## src/hdl/assert_macros.svh

```systemverilog
// assertion helpers, clocked on clk with reset held off through rst_n
`ifndef ASSERT_MACROS_SVH
`define ASSERT_MACROS_SVH

// same-cycle implication
`define PFDE_ASSERT_IMPLY(lbl, ante, cons, msg) \
    lbl: assert property (@(posedge clk) disable iff (!rst_n) (ante) |-> (cons)) \
        else $error(msg);

// next-cycle implication
`define PFDE_ASSERT_NEXT(lbl, ante, cons, msg) \
    lbl: assert property (@(posedge clk) disable iff (!rst_n) (ante) |=> (cons)) \
        else $error(msg);

`endif

```

## src/hdl/pfde_pkg.sv

```systemverilog
`timescale 1ns / 1ps

package pfde_pkg;

    localparam int COORD_W    = 11;
    localparam int IN_DATA_W  = 56;
    localparam int IN_USER_W  = 3;
    localparam int OUT_DATA_W = 8;

    typedef enum logic [2:0] {
        CMD_PIXEL      = 3'd0,
        CMD_FILL       = 3'd1,
        CMD_BLIT_BEGIN = 3'd2,
        CMD_BLIT_BYTE  = 3'd3,
        CMD_CLEAR      = 3'd4,
        CMD_READ       = 3'd5
    } cmd_t;

    typedef struct packed {
        logic accept;
        logic pix_rd;
        logic pix_wr;
        logic clr_wr;
        logic rd_issue;
        logic load_out;
    } ctrl_t;

    typedef struct packed {
        logic new_rect_empty;
        logic blit_active;
        logic pix_last;
        logic clr_last;
    } stat_t;

endpackage

```

## src/hdl/pfde_ctrl.sv

```systemverilog
`timescale 1ns / 1ps

module pfde_ctrl (
    input  logic                             clk,
    input  logic                             rst_n,
    input  logic                             s_tvalid,
    output logic                             s_tready,
    input  logic [pfde_pkg::IN_USER_W-1:0]   s_tuser,
    output logic                             m_tvalid,
    input  logic                             m_tready,
    input  pfde_pkg::stat_t                  stat,
    output pfde_pkg::ctrl_t                  ctrl
);
    import pfde_pkg::*;

    typedef enum logic [5:0] {
        ST_INIT   = 6'b000001,
        ST_IDLE   = 6'b000010,
        ST_PIX_RD = 6'b000100,
        ST_PIX_WR = 6'b001000,
        ST_CLEAR  = 6'b010000,
        ST_RESP   = 6'b100000
    } state_t;

    state_t state_reg, state_next;
    logic   out_valid_reg, out_valid_next;
    cmd_t   cmd_in;

    assign cmd_in   = cmd_t'(s_tuser);
    assign s_tready = (state_reg == ST_IDLE);
    assign m_tvalid = out_valid_reg;

    always_comb
    begin
        state_next     = state_reg;
        out_valid_next = out_valid_reg && !m_tready;
        ctrl           = '0;
        unique case (state_reg)
            ST_INIT:
            begin
                ctrl.clr_wr = 1'b1;
                if (stat.clr_last)
                begin
                    state_next = ST_IDLE;
                end
            end
            ST_IDLE:
            begin
                if (s_tvalid)
                begin
                    ctrl.accept = 1'b1;
                    unique case (cmd_in)
                        CMD_PIXEL:
                        begin
                            state_next = ST_PIX_RD;
                        end
                        CMD_FILL:
                        begin
                            state_next = stat.new_rect_empty ? ST_RESP : ST_PIX_RD;
                        end
                        CMD_BLIT_BYTE:
                        begin
                            state_next = stat.blit_active ? ST_PIX_RD : ST_RESP;
                        end
                        CMD_CLEAR:
                        begin
                            state_next = ST_CLEAR;
                        end
                        CMD_READ:
                        begin
                            ctrl.rd_issue = 1'b1;
                            state_next    = ST_RESP;
                        end
                        default:
                        begin
                            state_next = ST_RESP;
                        end
                    endcase
                end
            end
            ST_PIX_RD:
            begin
                ctrl.pix_rd = 1'b1;
                state_next  = ST_PIX_WR;
            end
            ST_PIX_WR:
            begin
                ctrl.pix_wr = 1'b1;
                state_next  = stat.pix_last ? ST_RESP : ST_PIX_RD;
            end
            ST_CLEAR:
            begin
                ctrl.clr_wr = 1'b1;
                if (stat.clr_last)
                begin
                    state_next = ST_RESP;
                end
            end
            ST_RESP:
            begin
                if (!out_valid_reg || m_tready)
                begin
                    ctrl.load_out  = 1'b1;
                    out_valid_next = 1'b1;
                    state_next     = ST_IDLE;
                end
            end
            default:
            begin
                state_next = ST_IDLE;
            end
        endcase
    end

    always_ff @(posedge clk or negedge rst_n)
    begin
        if (!rst_n)
        begin
            state_reg     <= ST_INIT;
            out_valid_reg <= 1'b0;
        end
        else
        begin
            state_reg     <= state_next;
            out_valid_reg <= out_valid_next;
        end
    end

endmodule

```

## config.mk

```make
export PLATFORM = sky130hd
export DESIGN_NAME = pfde_ctrl
export DESIGN_NICKNAME = d
export VERILOG_FILES = /design/src/hdl/assert_macros.svh /design/src/hdl/pfde_pkg.sv /design/src/hdl/pfde_ctrl.sv
export SDC_FILE = /design/constraint.sdc
export NUM_CORES = 1
export LEC_CHECK = 0
export ABC_AREA = 1
export BUFFER_PORTS_ARGS = -buffer_cell sky130_fd_sc_hd__buf_2
export CAP_MARGIN = 5
export CORE_AREA = 2 2 39 41
export DETAILED_ROUTE_END_ITERATION = 8
export DIE_AREA = 0 0 41 43
export PLACE_DENSITY = 0.73
export RECOVER_POWER = 100
export SYNTH_ARGS = -nofsm -noshare
export SYNTH_HDL_FRONTEND = slang
export SYNTH_SLANG_ARGS = --single-unit
```

## constraint.sdc

```tcl
create_clock -name clk -period 1.7 [get_ports clk]
set_input_delay 0 -clock clk [delete_from_list [all_inputs] [get_ports clk]]
set_output_delay 0 -clock clk [all_outputs]
set_load 0.02 [all_outputs]
```

Yosys cells after proc, flatten, opt, wreduce, memory -nomap -nowiden
Cells that the tools add are included.
Operators by class
  equality and inequality tests: 14
  mux-type cells: 21
  reduce and logical (&&, ||, !) cells: 7
Operator list (count)
  6-bit 2-to-1 mux: 7
  6-bit case mux with 6 select lines: 1
  6-bit case mux with 4 select lines: 1
  1-bit 2-to-1 mux: 12
  2-bit inequality test (second input constant): 4
  3-bit equality test (second input constant): 2
  6-bit by 1-bit equality test with 1-bit output (second input constant): 1
  6-bit by 2-bit equality test with 1-bit output (second input constant): 1
  6-bit by 3-bit equality test with 1-bit output (second input constant): 1
  6-bit by 4-bit equality test with 1-bit output (second input constant): 1
  6-bit by 5-bit equality test with 1-bit output (second input constant): 1
  6-bit equality test (second input constant): 1
  4-bit AND reduction: 1
  3-bit by 1-bit equality test with 1-bit output (second input constant): 1
  3-bit by 2-bit equality test with 1-bit output (second input constant): 1
  3-bit logical NOT: 1
  1-bit logical NOT: 2
  2-bit OR reduction: 1
  1-bit logical AND: 1
  1-bit logical OR: 1
Word-level totals
  flip-flop bits (word level): 7
  bits of input ports: 11
  output and inout port bits: 8
  logic and storage cells: 44

Depth between registers and ports, before layout
Gate-level depths: netlist of the first run.
  depth in word-level cells: 4
  mapped depth: 9
  gate-level depth less buffers: 9

Least setup slack after synthesis of the first run
Ideal clock, no wire load.
  path type: reg2out
  from: register state_reg[2]
  to: output port ctrl[1] (netlist bit)
  arrival time: 1177 ps
  data required time: 1700 ps
  setup slack: 523 ps
  cell stages (with the launch flop): 4
  path buffers: 0
  cells stage by stage: dfrtp_1 nor2_4 nand3_4 nor3_1
RTL lines
  start, declared: RTL line pfde_ctrl.sv:25  | state_t state_reg, state_next;
  start signal, assigned: RTL line pfde_ctrl.sv:124  | state_reg <= state_next;
  end, declared: RTL line pfde_ctrl.sv:12  | output pfde_pkg::ctrl_t ctrl

==> results of run 1 <==
[final timing paths]
kind,startpoint,to,slack [ns],depth (start not counted)
setup reg to reg,state_reg[1],state_reg[5],0.37,7
setup / recovery,state_reg[1],ctrl[0],0.26,4
min in group asynchronous,rst_n,state_reg[3],0.18,2
max in group asynchronous,rst_n,state_reg[0],1.21,2
hold / removal,stat[0],state_reg[0],0.03,4
hold reg to reg,state_reg[1],state_reg[0],0.56,3
[kinds of logic after synthesis]
group	after synthesis	synth area share
and+or+nand+nor	56	0.521
buffers and inverters	19	0.133
AOI/OAI and AO/OA	2	0.0186
DFF	7	0.328
[area by class of cell]
class,count,area (um2)
Inverter,19,71.3
Fill cell,153,706
Sequential cell,7,176
Multi-Input combinational cell,58,280
Timing Repair Buffer,20,104
Clock buffer,4,26.3
Tap cell,16,20.0
[worst min-delay path: stages]
cell,delay (ns)
buf_2,0.07
inv_1,0.04
nand4_1,0.10
inv_1,0.05
[metrics by stage]
stage	power, mW	cell area (um2)	util	std cells	worst slack (ns)
6_report	0.840	678	0.490	124	0.263
5_1_grt	0.917	678	0.490	124	0.143
4_1_cts	0.875	694	0.502	124	0.343
3_5_place_dp	0.720	648	0.468	118	0.496
3_3_place_gp	0.705	648	0.468	118	0.511
2_1_floorplan	0.593	538	-	84	0.523
[placed cells by master, fill, tap and decap left out, drive strengths merged]
cell type | synthesis | final
dfstp | 1 | 1
buf | 0 | 13
nand2 | 21 | 21
nand4 | 6 | 6
inv | 19 | 19
clkbuf | 0 | 9
o21ai | 2 | 2
dfrtp | 6 | 6
and2 | 1 | 1
dlygate4sd3 | 0 | 2
nor3 | 1 | 1
nor2 | 18 | 18
nand3 | 9 | 9
[power by group]
| part | leakage [nW] | switching (mW) | internal [mW] |
|---|---|---|---|
| sequential | 0.0898 | 0.0381 | 0.210 |
| combinational | 0.328 | 0.301 | 0.142 |
| clock | 0.0150 | 0.0595 | 0.0894 |
[metal layers]
metal | part of all wire | wire [um] | vias up | track usage
li1 | - | - | 307 | -
met1 | 0.42 | 470 | 238 | 0.166
met2 | 0.49 | 542 | 19 | 0.250
met3 | 0.062 | 69 | 4 | 0.0157
met4 | 0.030 | 34 | 0 | 0.120
met5 | 0 | 0 | - | 0
==> metrics.md, run 1 <==
| Metric | Value |
|---|---|
| Outcome | `finished clean` |
| Fraction of registers with async set/reset | `1.00` |
| # nets final | `120` |
| EDFF count, synth | `0` |
| CTS tree | `built` |
| CP max FO | `6` |
| CP delay by family, top | `simple AND/OR/NAND/NOR gates` |
| Number of diodes | `0` |
| Final min period | `about 1.4 ns` |
| Final hold vios | `0` |
| Global-route wire length before repair | `around 1800 um` |
| Pin count of the biggest net entering global routing | `9` |
| Post-synthesis sequential area ratio | `0.328` |
| # resized after CTS | `0` |
| CP required | `1.70 ns` |
| Vias per cell | `4.58` |
| Crit path top cell by count | `nor2_1` |
| Starting DRT DRC Count | `4` |
| Synth cell count leaders | `nand2_1, inv_1, nor2_1` |
| RePlAce Congestion | `around 0.78` |
| Setup Buffers After CTS | `0` |
| Clk slew on worst S/H paths | `approximately 0.050 ns` |
| Die width | `around 40 um` |
| Clk buf depth | `2` |
| DRT antenna net count | `0` |
| # rows | `14` |
| Crit-path cells | `nor2_1, nand3_1, nor2_1, clkbuf_1` |
| DRC violations left | `0` |
| Setup TNS | `0 ns` |
| Worst rel slew slack | `0.746` |
| Max Fclk | `roughly 700 MHz` |
| Worst EP arrival | `1.44 ns` |
| Mapped cell area | `538 um2` |
| TritonRoute pass-1 iters | `4` |
| Hold_buf cts | `2` |
| Fin. max-slew vios | `0` |
| Vias | `568` |
| Max FFs per register | `6` |
| Hpwl dp | `approximately 960 um` |
| PwrDens | `around 1200 mW/mm2` |
| Worst Path Class, Setup | `reg -> out` |
| Die H | `around 43 um` |
| Top-area cell type share of the netlist area | `0.279` |
| Fin crit share | `0.845` |
| Grt ovf | `0` |
| Share of cells above drive strength 1 | `0.204` |
| Hold Path Class | `in -> reg` |
| Crit-path max cell delay | `~0.4 ns` |
| Vias in the first global route | `491` |
| Gr usage total | `0.153` |
| Worst-Skew Late Latency | `0.25 ns` |
| IO Count | `19` |
| Count leader, synth | `nand2_1` |
| Count of final setup violators | `0` |
| Final Skew | `0.00208 ns` |
| Initial Utilization | `0.389` |
| Initial antenna violation count | `0` |
| Unrepaired setup endpoints after global routing | `no` |
| Synth warnings | `0` |
| Number of CTS-inserted buffers | `3` |
| Buf/Inv on CP | `1` |
| Post-synth cell types | `15` |
| P_leak | `around 0.43 nW` |
| Drt wl/cell | `approximately 9.0 um` |
| Syn Inst Count | `84` |
| Ranking of synthesized cells by area | `dfrtp_1, nand2_1, inv_1` |
| Count of input and output buffers | `18` |
| Clk sink count | `7` |
| Top_reg_cell synth | `dfrtp_1` |
| Yosys reg bits | `7` |
| Die area | `between 0.0015 and 0.002 mm2` |
| CP max stage cell | `dfrtp_1` |
| Synthesized area per cell | `between 6 and 7 um2` |
| VDD IR max | `just over 0.0005 V` |
| Area Overhead vs Synth | `26.0%` |
| Worst-margin pin slew | `0.381 ns` |
| Clk root buf | `clkbuf_4` |
| Type of origin of the critical path | `register` |
| H-tree Lvls | `1` |
| Placeable Area | `around 0.0014 mm2` |
| Min Hold Slack | `0.0270 ns` |
| Post-Route WL | `1120 um` |
| Worst Setup End Kind | `primary output` |
| Post-synth top area cell | `dfrtp_1` |
| Net count after synthesis | `95` |
| Max Cap Viol | `0` |
No activity file was read; power rests on OpenSTA's default activity.
==> run 2, diff against run 1 <==
--- a/config.mk
+++ b/config.mk
@@ -5,13 +5,13 @@
 export SDC_FILE = /design/constraint.sdc
 export NUM_CORES = 1
 export LEC_CHECK = 0
-export ABC_AREA = 1
+export ABC_AREA = 0
 export BUFFER_PORTS_ARGS = -buffer_cell sky130_fd_sc_hd__buf_2
 export CAP_MARGIN = 5
 export CORE_AREA = 2 2 39 41
 export DETAILED_ROUTE_END_ITERATION = 8
 export DIE_AREA = 0 0 41 43
-export PLACE_DENSITY = 0.73
+export PLACE_DENSITY = 0.71
 export RECOVER_POWER = 100
 export SYNTH_ARGS = -nofsm -noshare
 export SYNTH_HDL_FRONTEND = slang
==> constraint.sdc (replaced) <==
create_clock -name clk -period 1.2 [get_ports clk]
set_input_delay 0 -clock clk [delete_from_list [all_inputs] [get_ports clk]]
set_output_delay 0 -clock clk [all_outputs]
set_load 0.02 [all_outputs]
==> metrics.md, run 2 <==
| Metric | Value |
|---|---|
| Int Pwr | `1.06 mW (+140%)` |
| Top-area cell type share of the netlist area | `0.308 (+0.0286)` |
| Grt ovf | `0 (unchanged)` |
| Commonest cells after routing, fill and taps aside | `buf_4, buf_2, buf_6` |
| Gr usage total | `0.215 (+0.0615)` |
| M1 wire length | `574 um (+22%)` |
| Die width | `41 um (unchanged)` |
| # rows | `14 (unchanged)` |
| Register Area | `178 um2 (+0.71%)` |
| CP Launch Point | `state_reg[1]` |
| Die H | `43 um (unchanged)` |
| DRT antenna net count | `0 (unchanged)` |
| Clk buf depth | `2 (unchanged)` |
| DRC violations left | `0 (unchanged)` |
| Drt wl/cell | `13.7 um (+53%)` |
| Outcome | `complete, but fails checks` |
| Clk pwr share | `0.121 (-0.056)` |
| Mapped cell area | `488 um2 (-9.3%)` |
| Count of input and output buffers | `18 (unchanged)` |
| Commonest non-fill, non-tap cell in the layout | `buf_4` |
| Worst Setup End Kind | `primary output` |
| Top_reg_cell synth | `dfrtp_1` |
| Max Cap Viol | `0 (unchanged)` |
| H-tree Lvls | `1 (unchanged)` |
| Vias per cell | `5.40 (+18%)` |
| PwrDens | `1880 mW/mm2 (+52%)` |
| Final hold vios | `0 (unchanged)` |
| Area of the multi-input gates | `365 um2 (+30%)` |
| Hpwl dp | `1110 um (+15%)` |
| IO Count | `19 (unchanged)` |
| Net count after synthesis | `66 (-31%)` |
| Max FFs per register | `6 (unchanged)` |
| Layout Utilization | `0.665 (+0.175)` |
| Fin. max-slew vios | `0 (unchanged)` |
| Clk root buf | `clkbuf_4` |
| Worst rel slew slack | `0.744 (-0.00185)` |
| Worst-margin pin slew | `0.383 ns (+0.00278 ns)` |
| Switching Power | `0.669 mW (+68%)` |
| Post-synthesis sequential area ratio | `0.362 (+0.0336)` |
| CP required | `1.20 ns (-0.50 ns)` |
| DR top layer | `met4` |
| Number of diodes | `0 (unchanged)` |
| Global-route wire length before repair | `2570 um (+43%)` |
| CTS tree | `built` |
| # nets final | `108 (-10%)` |
| Switching share of power | `0.387 (-0.0875)` |
| Vias | `605 (+6.5%)` |
| Final min period | `approximately 1.7 ns` |
| Ranking of synthesized cells by area | `dfrtp_1, dfstp_2, nor4b_1` |
| Fill cells | `118 (-23%)` |
| Fin cells | `112 (-9.7%)` |
| Starting DRT DRC Count | `5 (+1)` |
| VDD IR max | `0.00121 V (+140%)` |
| Failing checks | `setup timing` |
| Unrepaired setup endpoints after global routing | `yes` |
| Placeable Area | `0.00138 mm2 (unchanged)` |
| Clk sink count | `7 (unchanged)` |
| Clk slew on worst S/H paths | `0.05 ns (about the same)` |
| Final instance area | `920 um2 (+36%)` |
| Placed cells | `101 (-14%)` |
| Post-synth top area cell | `dfrtp_1` |
| EDFF count, synth | `0 (unchanged)` |
| Synth warnings | `0 (unchanged)` |
| Final Skew | `0.00199 ns (-0.0000891 ns)` |
| Post-synth cell types | `33 (+18)` |
| Number of CTS-inserted buffers | `3 (unchanged)` |
| Share of cells above drive strength 1 | `0.594 (+0.390)` |
| Post-Route WL | `1540 um (+38%)` |
| Max Fclk | `between 500 and 600 MHz` |
| Die area | `0.00176 mm2 (unchanged)` |
| R2R Path Start | `state_reg[1]` |
| Yosys reg bits | `7 (unchanged)` |
| Pin count of the biggest net entering global routing | `8 (-1)` |
| Met2 wire length | `905 um (+67%)` |
| Worst EP arrival | `1.72 ns (+0.28 ns)` |
| Syn Inst Count | `55 (-35%)` |
| Fraction of registers with async set/reset | `1.00 (unchanged)` |
| Initial Utilization | `0.353 (-0.0362)` |
| Initial antenna violation count | `0 (unchanged)` |
| DP Area | `711 um2 (+9.7%)` |
| RePlAce Congestion | `0.784 (+0.14%)` |
| Fin worst setup slack | `-0.521 ns (-0.783 ns)` |
| Area Overhead vs Synth | `88.5%` |
| Type of origin of the critical path | `register` |
| Vias in the first global route | `591 (+20%)` |
| Comb power frac | `0.668 (+0.141)` |
| Hold Path Class | `in -> reg` |
| TritonRoute pass-1 iters | `3 (-1)` |
| CP max FO | `3 (-3)` |
| P_leak | `0.432 nW (-0.20%)` |
| Worst Path Class, Setup | `reg -> out` |
| Setup TNS | `-4.29 ns (-4.29 ns)` |
| Fin crit share | `1.43` |
| Count of final setup violators | `13 (+13)` |
| Sequential Power Share | `0.210 (-0.086)` |
| Synth cell count leaders | `dfrtp_1, inv_1, a21oi_1` |
| Worst-Skew Late Latency | `0.25 ns (about the same)` |
| Hold Crit Start | `stat[0]` |
| Synthesized area per cell | `8.87 um2 (+39%)` |
| WL met3 | `42 um (-39%)` |
[run 2: cell types whose count changed after synthesis, sizes merged, moves of 2 or more]
cell and delta:
nand3 -9, nor2 -16, a21oi +4, inv -13, and3 +2, nor4b +3, nor3b +2, nand4 -5
o22ai +3, nand2 -18
[run 2: final cells by class]
type / count / area share
inverter: 6 / 0.0272
clock buffer: 4 / 0.0286
multi-input combinational: 40 / 0.397
timing repair buffer: 39 / 0.332
sequential: 7 / 0.193
tap: 16 / 0.0218
[run 2: what timing repair did]
item                                   CTS  global route
setup endpoints to repair               14            14
resized for setup                       25             8
endpoints found under the hold margin    9             0
pin swaps                                3             5
hold buffers                             3             0
setup buffers                            1             3
[run 2: routing by layer]
metal / global-route usage / vias to the layer above
li1: - / 298
met3: 0.0157 / 2
met2: 0.350 / 15
met5: 0 / -
met1: 0.261 / 290
met4: 0.120 / 0
[run 2: critical path, cell delays in order (launching register included)]
cell     delay, ns
dfrtp_1       0.38
or4_4         0.51
or3b_4        0.41
inv_2         0.07
buf_6         0.11
[run 2: logic make-up after synthesis]
group,count (synthesis),synth area share
xor+xnor,2,0.0359
flops,7,0.362
compound gates,15,0.205
simple gates,23,0.333
buf+inv,8,0.0641
[run 2: power by group through the flow]
stage	sequential, mW	clock (mW)	combinational, mW
2_1_floorplan	0.380	0	0.440
3_3_place_gp	0.352	0	0.835
3_5_place_dp	0.356	0	0.845
4_1_cts	0.357	0.217	1.07
5_1_grt	0.371	0.227	1.25
6_report	0.363	0.210	1.15
[run 2: path summary, 6_finish.rpt]
kind | end | slack, ns | depth (start not counted)
setup / recovery | ctrl[3] | -0.52 | 4
hold / removal | state_reg[4] | 0.02 | 2
setup reg to reg | state_reg[5] | -0.52 | 4
hold reg to reg | m_tvalid | 0.57 | 2
max in group asynchronous | state_reg[0] | 0.71 | 2
min in group asynchronous | m_tvalid | 0.18 | 2
[run 2: stage by stage]
stage / total power, mW / hold WS, ns / setup WS (ns)
global route: 1.84 / 0.0194 / -0.561
finish: 1.73 / 0.0206 / -0.521
floorplan: 0.820 / -0.296 / -0.495
CTS: 1.64 / 0.000972 / -0.555
detailed placement: 1.20 / -0.158 / -0.493
global placement: 1.19 / -0.156 / -0.450
